[src/skh_pkg.sv]
// skh_pkg: constants shared by the string key hash block and its checker
// no dependencies

package skh_pkg;

    localparam int unsigned MAX_INDEX_BITS_DEF = 12;
    localparam int unsigned LENGTH_BITS_DEF    = 16;

    localparam int unsigned HASH_W   = 32;
    localparam int unsigned INDEX_W  = 12;
    localparam int unsigned CFG_W    = 4;
    localparam int unsigned COUNT_W  = 3;

    localparam logic [HASH_W-1:0] SEED_C  = 32'h1656_67B1;
    localparam logic [HASH_W-1:0] PRIME_A = 32'hC2B2_AE3D;
    localparam logic [HASH_W-1:0] PRIME_B = 32'h27D4_EB2F;
    localparam logic [HASH_W-1:0] PRIME_C = 32'h9E37_79B1;
    localparam logic [HASH_W-1:0] PRIME_D = 32'h85EB_CA77;

    localparam logic [CFG_W-1:0] INDEX_BITS_RESET = 4'd1;

    function automatic logic [HASH_W-1:0] rotl17(input logic [HASH_W-1:0] v);
        rotl17 = {v[HASH_W-18:0], v[HASH_W-1:HASH_W-17]};
    endfunction

    function automatic logic [HASH_W-1:0] rotl11(input logic [HASH_W-1:0] v);
        rotl11 = {v[HASH_W-12:0], v[HASH_W-1:HASH_W-11]};
    endfunction

endpackage

[src/string_key_hash_to_bucket.sv]
// string_key_hash_to_bucket: top level, sequencer around one shared 32x32 multiplier
// depends on skh_pkg

// Hashes a key given as little-endian 32-bit words, one transfer per word, with
// one 32x32 multiplier reused under a small sequencer; the input is not ready while
// a word is being mixed. A full word takes three dependent multiplies and an add,
// each byte of a short word takes two multiplies, and a word marked last then takes
// the two avalanche multiplies and the hand-off to the output register, which waits
// until that register is free; all share the single multiplier. The result sits in
// an output register, so the next key can start while it waits to be taken.
// index_bits may be written at any idle time and is taken every cycle.

module string_key_hash_to_bucket #(
    parameter int unsigned MAX_INDEX_BITS = skh_pkg::MAX_INDEX_BITS_DEF,
    parameter int unsigned LENGTH_BITS    = skh_pkg::LENGTH_BITS_DEF
) (
    input  logic                               aclk,
    input  logic                               aresetn,
    // configuration
    input  logic                               cfg_valid,
    output logic                               cfg_ready,
    input  logic [skh_pkg::CFG_W-1:0]          cfg_index_bits,
    // key words
    input  logic                               s_valid,
    output logic                               s_ready,
    input  logic [skh_pkg::HASH_W-1:0]         s_word_bytes,
    input  logic [skh_pkg::COUNT_W-1:0]        s_byte_count,
    input  logic                               s_is_first,
    input  logic                               s_is_last,
    input  logic [LENGTH_BITS-1:0]             s_key_length,
    // results
    output logic                               m_valid,
    input  logic                               m_ready,
    output logic [skh_pkg::INDEX_W-1:0]        m_bucket_index,
    output logic [skh_pkg::HASH_W-1:0]         m_full_hash
);

    localparam int unsigned HW = skh_pkg::HASH_W;
    localparam int unsigned CW = skh_pkg::CFG_W;
    localparam int unsigned MASK_W = 1 << CW;
    localparam logic [CW-1:0] IdxCap =
        (MAX_INDEX_BITS >= MASK_W) ? CW'(MASK_W - 1) : CW'(MAX_INDEX_BITS);

    typedef enum logic [9:0] {
        ST_IDLE  = 10'b00_0000_0001,
        ST_WORD1 = 10'b00_0000_0010,
        ST_WORD2 = 10'b00_0000_0100,
        ST_WORD3 = 10'b00_0000_1000,
        ST_WADD  = 10'b00_0001_0000,
        ST_BYTE1 = 10'b00_0010_0000,
        ST_BYTE2 = 10'b00_0100_0000,
        ST_AV1   = 10'b00_1000_0000,
        ST_AV2   = 10'b01_0000_0000,
        ST_OUT   = 10'b10_0000_0000
    } state_t;

    state_t state_reg, state_next;

    logic [HW-1:0] hash_reg, hash_next;     // running hash, pre-avalanche
    logic [HW-1:0] prod_reg, prod_next;
    logic [HW-1:0] word_reg, word_next;
    logic [1:0]    rem_reg, rem_next;       // bytes left in a short word
    logic          last_reg, last_next;
    logic [CW-1:0] idx_reg;

    logic          m_valid_reg, m_valid_next;
    logic [skh_pkg::INDEX_W-1:0] bucket_reg, bucket_next;
    logic [HW-1:0] full_reg, full_next;

    logic [HW-1:0]   mul_a, mul_b;
    logic [2*HW-1:0] mul_full;
    logic [HW-1:0]   mul_p;
    logic [HW-1:0]   fin_hash;
    logic [CW-1:0]   idx_used;
    logic [MASK_W-1:0] idx_mask;
    logic          out_free;
    logic          s_xfer;

    assign cfg_ready = 1'b1;
    assign s_ready   = (state_reg == ST_IDLE);
    assign s_xfer    = s_valid && s_ready;
    assign out_free  = !m_valid_reg || m_ready;

    // the one shared multiplier, operands picked by the sequencer
    always_comb begin
        mul_a = hash_reg;
        mul_b = skh_pkg::PRIME_C;
        unique case (state_reg)
            ST_WORD1: begin
                mul_a = word_reg;
                mul_b = skh_pkg::PRIME_A;
            end
            ST_WORD2: begin
                mul_a = skh_pkg::rotl17(prod_reg);
                mul_b = skh_pkg::PRIME_B;
            end
            ST_WORD3: begin
                mul_a = skh_pkg::rotl17(hash_reg ^ prod_reg);
                mul_b = skh_pkg::PRIME_C;
            end
            ST_BYTE1: begin
                // key byte taken as a signed char
                mul_a = {{(HW-8){word_reg[7]}}, word_reg[7:0]};
                mul_b = skh_pkg::SEED_C;
            end
            ST_BYTE2: begin
                mul_a = skh_pkg::rotl11(hash_reg + prod_reg);
                mul_b = skh_pkg::PRIME_C;
            end
            ST_AV1: begin
                mul_a = hash_reg ^ (hash_reg >> 15);
                mul_b = skh_pkg::PRIME_D;
            end
            ST_AV2: begin
                mul_a = prod_reg ^ (prod_reg >> 13);
                mul_b = skh_pkg::PRIME_A;
            end
            default: begin
                mul_a = hash_reg;
                mul_b = skh_pkg::PRIME_C;
            end
        endcase
    end

    assign mul_full = mul_a * mul_b;
    assign mul_p    = mul_full[HW-1:0];

    assign fin_hash = prod_reg ^ (prod_reg >> 16);
    assign idx_used = (idx_reg < IdxCap) ? idx_reg : IdxCap;
    assign idx_mask = (MASK_W'(1) << idx_used) - MASK_W'(1);

    always_comb begin
        state_next   = state_reg;
        hash_next    = hash_reg;
        prod_next    = prod_reg;
        word_next    = word_reg;
        rem_next     = rem_reg;
        last_next    = last_reg;
        m_valid_next = m_valid_reg && !m_ready;
        bucket_next  = bucket_reg;
        full_next    = full_reg;

        unique case (state_reg)
            ST_IDLE: begin
                if (s_xfer) begin
                    word_next = s_word_bytes;
                    last_next = s_is_last;
                    rem_next  = s_byte_count[1:0];
                    if (s_is_first) begin
                        hash_next = skh_pkg::SEED_C + HW'(s_key_length);
                    end
                    if (s_byte_count[2]) begin
                        state_next = ST_WORD1;
                    end else if (s_byte_count[1:0] != 2'd0) begin
                        state_next = ST_BYTE1;
                    end else if (s_is_last) begin
                        state_next = ST_AV1;
                    end
                end
            end
            ST_WORD1: begin
                prod_next  = mul_p;
                state_next = ST_WORD2;
            end
            ST_WORD2: begin
                prod_next  = mul_p;
                state_next = ST_WORD3;
            end
            ST_WORD3: begin
                hash_next  = mul_p;
                state_next = ST_WADD;
            end
            ST_WADD: begin
                hash_next  = hash_reg + skh_pkg::PRIME_B;
                state_next = last_reg ? ST_AV1 : ST_IDLE;
            end
            ST_BYTE1: begin
                prod_next  = mul_p;
                state_next = ST_BYTE2;
            end
            ST_BYTE2: begin
                hash_next = mul_p;
                word_next = word_reg >> 8;
                rem_next  = rem_reg - 2'd1;
                if (rem_reg == 2'd1) begin
                    state_next = last_reg ? ST_AV1 : ST_IDLE;
                end else begin
                    state_next = ST_BYTE1;
                end
            end
            ST_AV1: begin
                prod_next  = mul_p;
                state_next = ST_AV2;
            end
            ST_AV2: begin
                prod_next  = mul_p;
                state_next = ST_OUT;
            end
            ST_OUT: begin
                // wait here until the output register can take the result
                if (out_free) begin
                    m_valid_next = 1'b1;
                    full_next    = fin_hash;
                    bucket_next  = fin_hash[skh_pkg::INDEX_W-1:0]
                                 & idx_mask[skh_pkg::INDEX_W-1:0];
                    state_next   = ST_IDLE;
                end
            end
            default: begin
                state_next = ST_IDLE;
            end
        endcase
    end

    always_ff @(posedge aclk) begin
        if (!aresetn) begin
            state_reg   <= ST_IDLE;
            hash_reg    <= '0;
            m_valid_reg <= 1'b0;
            idx_reg     <= skh_pkg::INDEX_BITS_RESET;
        end else begin
            state_reg   <= state_next;
            hash_reg    <= hash_next;
            m_valid_reg <= m_valid_next;
            if (cfg_valid && cfg_ready) begin
                idx_reg <= cfg_index_bits;
            end
        end
    end

    always_ff @(posedge aclk) begin
        prod_reg   <= prod_next;
        word_reg   <= word_next;
        rem_reg    <= rem_next;
        last_reg   <= last_next;
        bucket_reg <= bucket_next;
        full_reg   <= full_next;
    end

    assign m_valid        = m_valid_reg;
    assign m_bucket_index = bucket_reg;
    assign m_full_hash    = full_reg;

endmodule

[config.mk]
export PLATFORM = sky130hd
export DESIGN_NAME = string_key_hash_to_bucket
export DESIGN_NICKNAME = d
export VERILOG_FILES = /design/src/skh_pkg.sv /design/src/string_key_hash_to_bucket.sv
export SDC_FILE = /design/constraint.sdc
export NUM_CORES = 2
export LEC_CHECK = 0
export BUFFER_PORTS_ARGS = -buffer_cell sky130_fd_sc_hd__buf_2
export CAP_MARGIN = 20
export CORE_MARGIN = 1.5
export CORE_UTILIZATION = 25
export CTS_CLUSTER_DIAMETER = 100
export DETAILED_ROUTE_END_ITERATION = 8
export GPL_ROUTABILITY_DRIVEN = 0
export PLACE_DENSITY = 0.41
export SETUP_SLACK_MARGIN = 0.4
export SYNTH_ARGS = -nofsm -noshare
export SYNTH_HDL_FRONTEND = slang
export SYNTH_SLANG_ARGS = --single-unit
[constraint.sdc]
create_clock -name aclk -period 14.1 [get_ports aclk]
set_input_delay 1.41 -clock aclk [delete_from_list [all_inputs] [get_ports aclk]]
set_output_delay 1.41 -clock aclk [all_outputs]
set_load 0.05 [all_outputs]
# --- Yosys cells after proc, flatten, opt, wreduce, memory -nomap -nowiden ---
# Cells that the tools add are included.
classes:
  n_bitwise: 5
  n_eq_ne: 15
  add_sub_neg: 5
  n_mux: 20
  n_div: 0
  shifts: 1
  n_mul: 1
  reduce_logical: 16
  order_cmp: 1
op_table:
  columns: ["cell", "n"]
  rows:
  - ["$pmux 32 s7", 1]
  - ["$pmux 32 s4", 1]
  - ["$pmux 10 s10", 1]
  - ["$mux 32", 3]
  - ["$pmux 32 s3", 1]
  - ["$pmux 32 s2", 1]
  - ["$mux 10", 5]
  - ["$add 32x30->32 const B", 1]
  - ["$add 32x32->32", 1]
  - ["$mul 32x32->32", 1]
  - ["$xor 32x16->32", 1]
  - ["$xor 32x17->32", 1]
  - ["$xor 32x19->32", 1]
  - ["$xor 32x32->32", 1]
  - ["$add 29x16->30 const A", 1]
  - ["$mux 8", 2]
  - ["$and 12x12->12", 1]
  - ["$shl 1x4->12 const A", 1]
  - ["$sub 12x2->12 const B", 1]
  - ["$eq 10x1->1 const B", 1]
  - ["$eq 10x10->1 const B", 1]
  - ["$eq 10x2->1 const B", 1]
  - ["$eq 10x3->1 const B", 1]
  - ["$eq 10x4->1 const B", 1]
  - ["other kinds (24)", 33]
word_totals:
  inputBits: 62
  register_bits: 158
  ramBits: 0
  mem_count: 0
  mem_bits_ro: 0
  latch_bits: 0
  wordCells: 74
  out_inout_bits: 47

# --- Depth between registers and ports, before layout ---
depth:
  depth_word: 5
  ltp_mapped: 47
  depth_no_buf: 46

# --- Worst setup path before layout ---
# No wires, ideal clock.
synth_timing:
  kind: "flip-flop to flip-flop"
  from: "register prod_reg[1]"
  to: "register prod_reg[31] (data pin)"
  setup_ns: 0.272
  required_ns: 13.828
  path_stages_with_launch: 41
  setup_slack_ns: 3.242
  arrival_time_ns: 10.586
  period_less_slack_ns: 10.858
  n_path_buf: 1
  path_cell_list: "edfxtp_1 > ha_1 > a211o_1 > a221o_1 > o211a_1 > o21ba_2 > a31oi_1 > o21ai_0 > a221o_1 > a211o_1 > a21oi_1 > xnor2_1 > o21ai_0 > o21ai_0 > clkbuf_1 > nor2_1 > fa_1 > inv_1 > (+5 left out) > fa_1 > fa_1 > fa_1 > fa_1 > xor2_1 > xnor2_1 > xnor2_1 > xnor2_1 > xnor2_1 > xnor2_1 > xnor2_1 > xnor2_1 > xnor3_1 > xnor2_1 > xnor3_1 > xor2_1 > xnor2_1 > xnor3_1"
synth_between:
  elab_chain_cells: 3
  elab_cells_between_ends: 5
  cone_classes: "add/sub (1); mul (1); mux (1); bitwise (2)"
synth_rtl:
  columns: ["element", "line_no", "text"]
  rows:
  - ["from (decl)", "string_key_hash_to_bucket.sv:60", "logic [HW-1:0] prod_reg, prod_next;"]
  - ["from (signal assigned)", "string_key_hash_to_bucket.sv:232", "prod_reg <= prod_next;"]
  - ["$add 32x32->32, or another cell as far along", "string_key_hash_to_bucket.sv:107", "mul_a = skh_pkg::rotl11(hash_reg + prod_reg);"]
  - ["$pmux 32 s7 (*)", "string_key_hash_to_bucket.sv:88", "unique case (state_reg)"]
  - ["$mul 32x32->32 (*)", "string_key_hash_to_bucket.sv:125", "assign mul_full = mul_a * mul_b;"]
  - ["named net mul_full[31]", "string_key_hash_to_bucket.sv:71", "logic [2*HW-1:0] mul_full;"]
# Mark *: on every way through the listed nets, which the timed path passes. The rest lies on a longest branch.
# A chain may end at the register's enable or synchronous reset.

# --- Worst setup path after layout ---
layout_timing:
  from: "register prod_reg[1]"
  to: "register hash_reg[31]"
layout_between:
  elab_chain_cells: 4
  elab_cells_between_ends: 6
  cone_classes: "add/sub (1); mul (1); mux (2); bitwise (2)"
layout_rtl:
  columns: ["element", "line_no", "text"]
  rows:
  - ["$add 32x32->32, or another cell as far along", "string_key_hash_to_bucket.sv:107", null]
  - ["$pmux 32 s7 (*)", "string_key_hash_to_bucket.sv:88", null]
  - ["$mul 32x32->32 (*)", "string_key_hash_to_bucket.sv:125", null]
  - ["named net mul_full[31]", "string_key_hash_to_bucket.sv:71", null]
  - ["$pmux 32 s3 (*)", "string_key_hash_to_bucket.sv:143", "unique case (state_reg)"]
  - ["to (signal assigned)", "string_key_hash_to_bucket.sv:223", "hash_reg <= hash_next;"]
  - ["to (decl)", "string_key_hash_to_bucket.sv:59", "logic [HW-1:0] hash_reg, hash_next;"]
# Marks and branches as above.

==> impl_metrics.yaml <==
logic_synthesis:
  seq_area_frac_synth: 0.171
  syn_inst: 2792
  synth_nets: 3421
  yosysWarnings: 0
  synth_compound_gate_area_share: 0.117
  synth_area_leader_cell: "fa_1"
  synth_common_cells: "512 x inv_1, 405 x fa_1, 355 x nand2_1"
  synth-async-reset-ratio: 0
  synth_mux_area_frac: 0.00240
  synth-main-ff-cell: "edfxtp_1"
  synth_xor_area_frac: 0.0704
  yosys-top-cells-area: "fa_1 32%, edfxtp_1 13%, ha_1 8.1%"
  yosys.area_share.adder: 0.405
  synth.avg_cell_area_um2: 8.97
  synth_area_um2: 25000
  synth_enable_flop_cells: 111
  synth_simple_gate_area_frac: 0.136
  ys_ff_latch: 158
  yosysUniqueCellTypes: 86
  synth_top_family_by_area: "adder cells"
  synth_top_cell_area_share: 0.324
  yosysMostFrequentCell: "inv_1"
outcome:
  status: "finished, final reports clean"
timing:
  hold_viol: 0
  fmax_ghz: 0.0801
  finalCriticalPeriod_ns: 12.48
  worst_slew_pin_slew_ns: 1.17
  relSlewSlack: 0.219
  timing.final.max_slew_violations: 0
  rsz0062_at_grt: "no"
  setup_viol: 0
  tns_ns: 0
  period_share: 0.885
  skew_ns: 0.0249
min_path:
  hp-start: "last_reg"
  hp-class: "flop to flop"
  min_to: "state_reg[7]"
  hold_path_depth: 2
floorplanning:
  dieArea_um2: 102000
  io_pins: 109
  start_util: 0.253
  die_w_um: 319
  core_area_um2: 98900
  num_rows: 115
  die_y_um: 319
drt:
  drc: 0
  vias: 20400
  drtAntennaViolNets: 0
  avgRoutedWirePerCell_um: 26.8
  dr.pass1.iters: 8
  drt_iter0_markers: 2262
  finalWirelength_mm: 111
  vias_per_cell: 4.91
worst_setup_path:
  crit_type: "flop to flop"
  r2r-end: "hash_reg[31]"
  cp_slowest_stage_delay_ns: 0.72
  worst_path_most_repeated_cell: "fa_1"
  cp_slowest_cell: "a2111oi_0"
  critical_path.startpoint_type: "flop"
  cp-end-kind: "flop"
  cp_data_arrival_time_ns: 12.83
  worstPathRequired_ns: 14.44
  r2r_slack_ns: 1.62
  reg2reg_depth: 40
  r2r_start: "prod_reg[1]"
  worst-path-max-fanout: 9
clocking:
  path_clk_slew_ns: 0.08
  cts_tree: "done"
  clock-root-buffer: "clkbuf_16"
  worstSkewPairLatency_ns: 0.46
  clk_path_buf_depth: 2
  post_cts_resized: 0
  cts.sinks: 158
  cts_made_buffers: 17
  h-tree-depth: 4
  post_cts.repair.setup_buffers: 0
  ctsHoldBuffers: 0
global_routing:
  gr-usage-met3: 0.0379
  grt_pass1_vias: 21000
  antenna_found_initial: 5
  grt_use_met2: 0.339
  grt_max_degree: 51
  grt_usage: 0.219
  grt-busiest-layer: "met2"
  grt_pass1_wl_mm: 158
  grt-ovfl-total: 0
  grt.met1_usage: 0.302
layout:
  diodes: 0
  final_core_util: 0.280
  layout-area-overhead-vs-synth_pct: 10.7
  drive_gt1_frac: 0.0853
  fill_cells: 10600
  nets: 3478
placed_design:
  post-dp-hpwl_mm: 93.2
  numPortBuffers: 107
flow_run:
  maxCapViolations: 0
metal layers:
metal  share of wire  vias up
met5               0        -
met4           0.044        0
met3           0.071      178
met2            0.44      914
met1            0.44    10300
li1                -     8996
cells in the final DEF (no fill, tap or decap), types with 60 or more instances in the layout:
cell type,synthesis,layout
nand2_1,355,355
nor2_1,218,216
ha_1,162,162
buf_2,12,107
buf_4,3,60
edfxtp_1,111,111
fa_1,405,405
o21ai_0,103,101
xnor2_1,111,111
xor2_1,80,80
inv_1,512,511
a21oi_1,131,131
how the worst max path moves through the flow:
stage / start / endpoint / slack [ns] / cells past startpoint
2_1_floorplan: prod_reg[1] / prod_reg[31] / 3.24 / 40
3_3_place_gp: prod_reg[1] / hash_reg[31] / 1.95 / 40
3_5_place_dp: hash_reg[1] / hash_reg[31] / 1.74 / 39
4_1_cts: prod_reg[1] / hash_reg[31] / 1.77 / 40
5_1_grt: hash_reg[1] / hash_reg[31] / 0.90 / 40
6_report: prod_reg[1] / hash_reg[31] / 1.62 / 40
kinds of logic (layout without fill, tap and decap cells):
group,count (synthesis),after routing
AOI/OAI and AO/OA,451,451
xor gates and xnor gates,195,195
adders and majority gates,567,567
buffers and inverters,649,719
DFF,158,158
muxes,6,6
other,1,1
and+or+nand+nor,765,765
worst max-delay path: cells and delay by family (launching register included):
family                   cells  cell delay, ns
buffers and inverters        5            0.65
adder cells (fa/ha/maj)     10            4.52
XOR/XNOR                     3            0.71
AND/OR/NAND/NOR              5            0.73
flip-flops                   1            0.51
AO/OA/AOI/OAI               17            5.28
stage by stage:
step / std cells / area, um^2 / setup slack [ns] / hold WS (ns)
2_1_floorplan: 2792 / 25000 / 3.24 / 0.424
3_3_place_gp: 4116 / 27100 / 1.95 / 0.549
3_5_place_dp: 4116 / 27100 / 1.74 / 0.549
4_1_cts: 4148 / 27700 / 1.77 / 0.560
5_1_grt: 4149 / 27700 / 0.903 / 0.607
6_report: 4149 / 27700 / 1.62 / 0.556
final cells by class:
cell class / instances / area, um^2 / area share
repair buffers: 167 / 986 / 0.0356
clock buffers: 18 / 439 / 0.0158
well taps: 1287 / 1610 / 0.0581
flip-flops and latches: 158 / 4270 / 0.154
multi-input cells: 1985 / 18300 / 0.661
inverters: 520 / 1950 / 0.0704
clock inverters: 14 / 129 / 0.00465
Power is not shown: default switching activity piles up to over one toggle a cycle in this logic, so the estimate is an artifact.
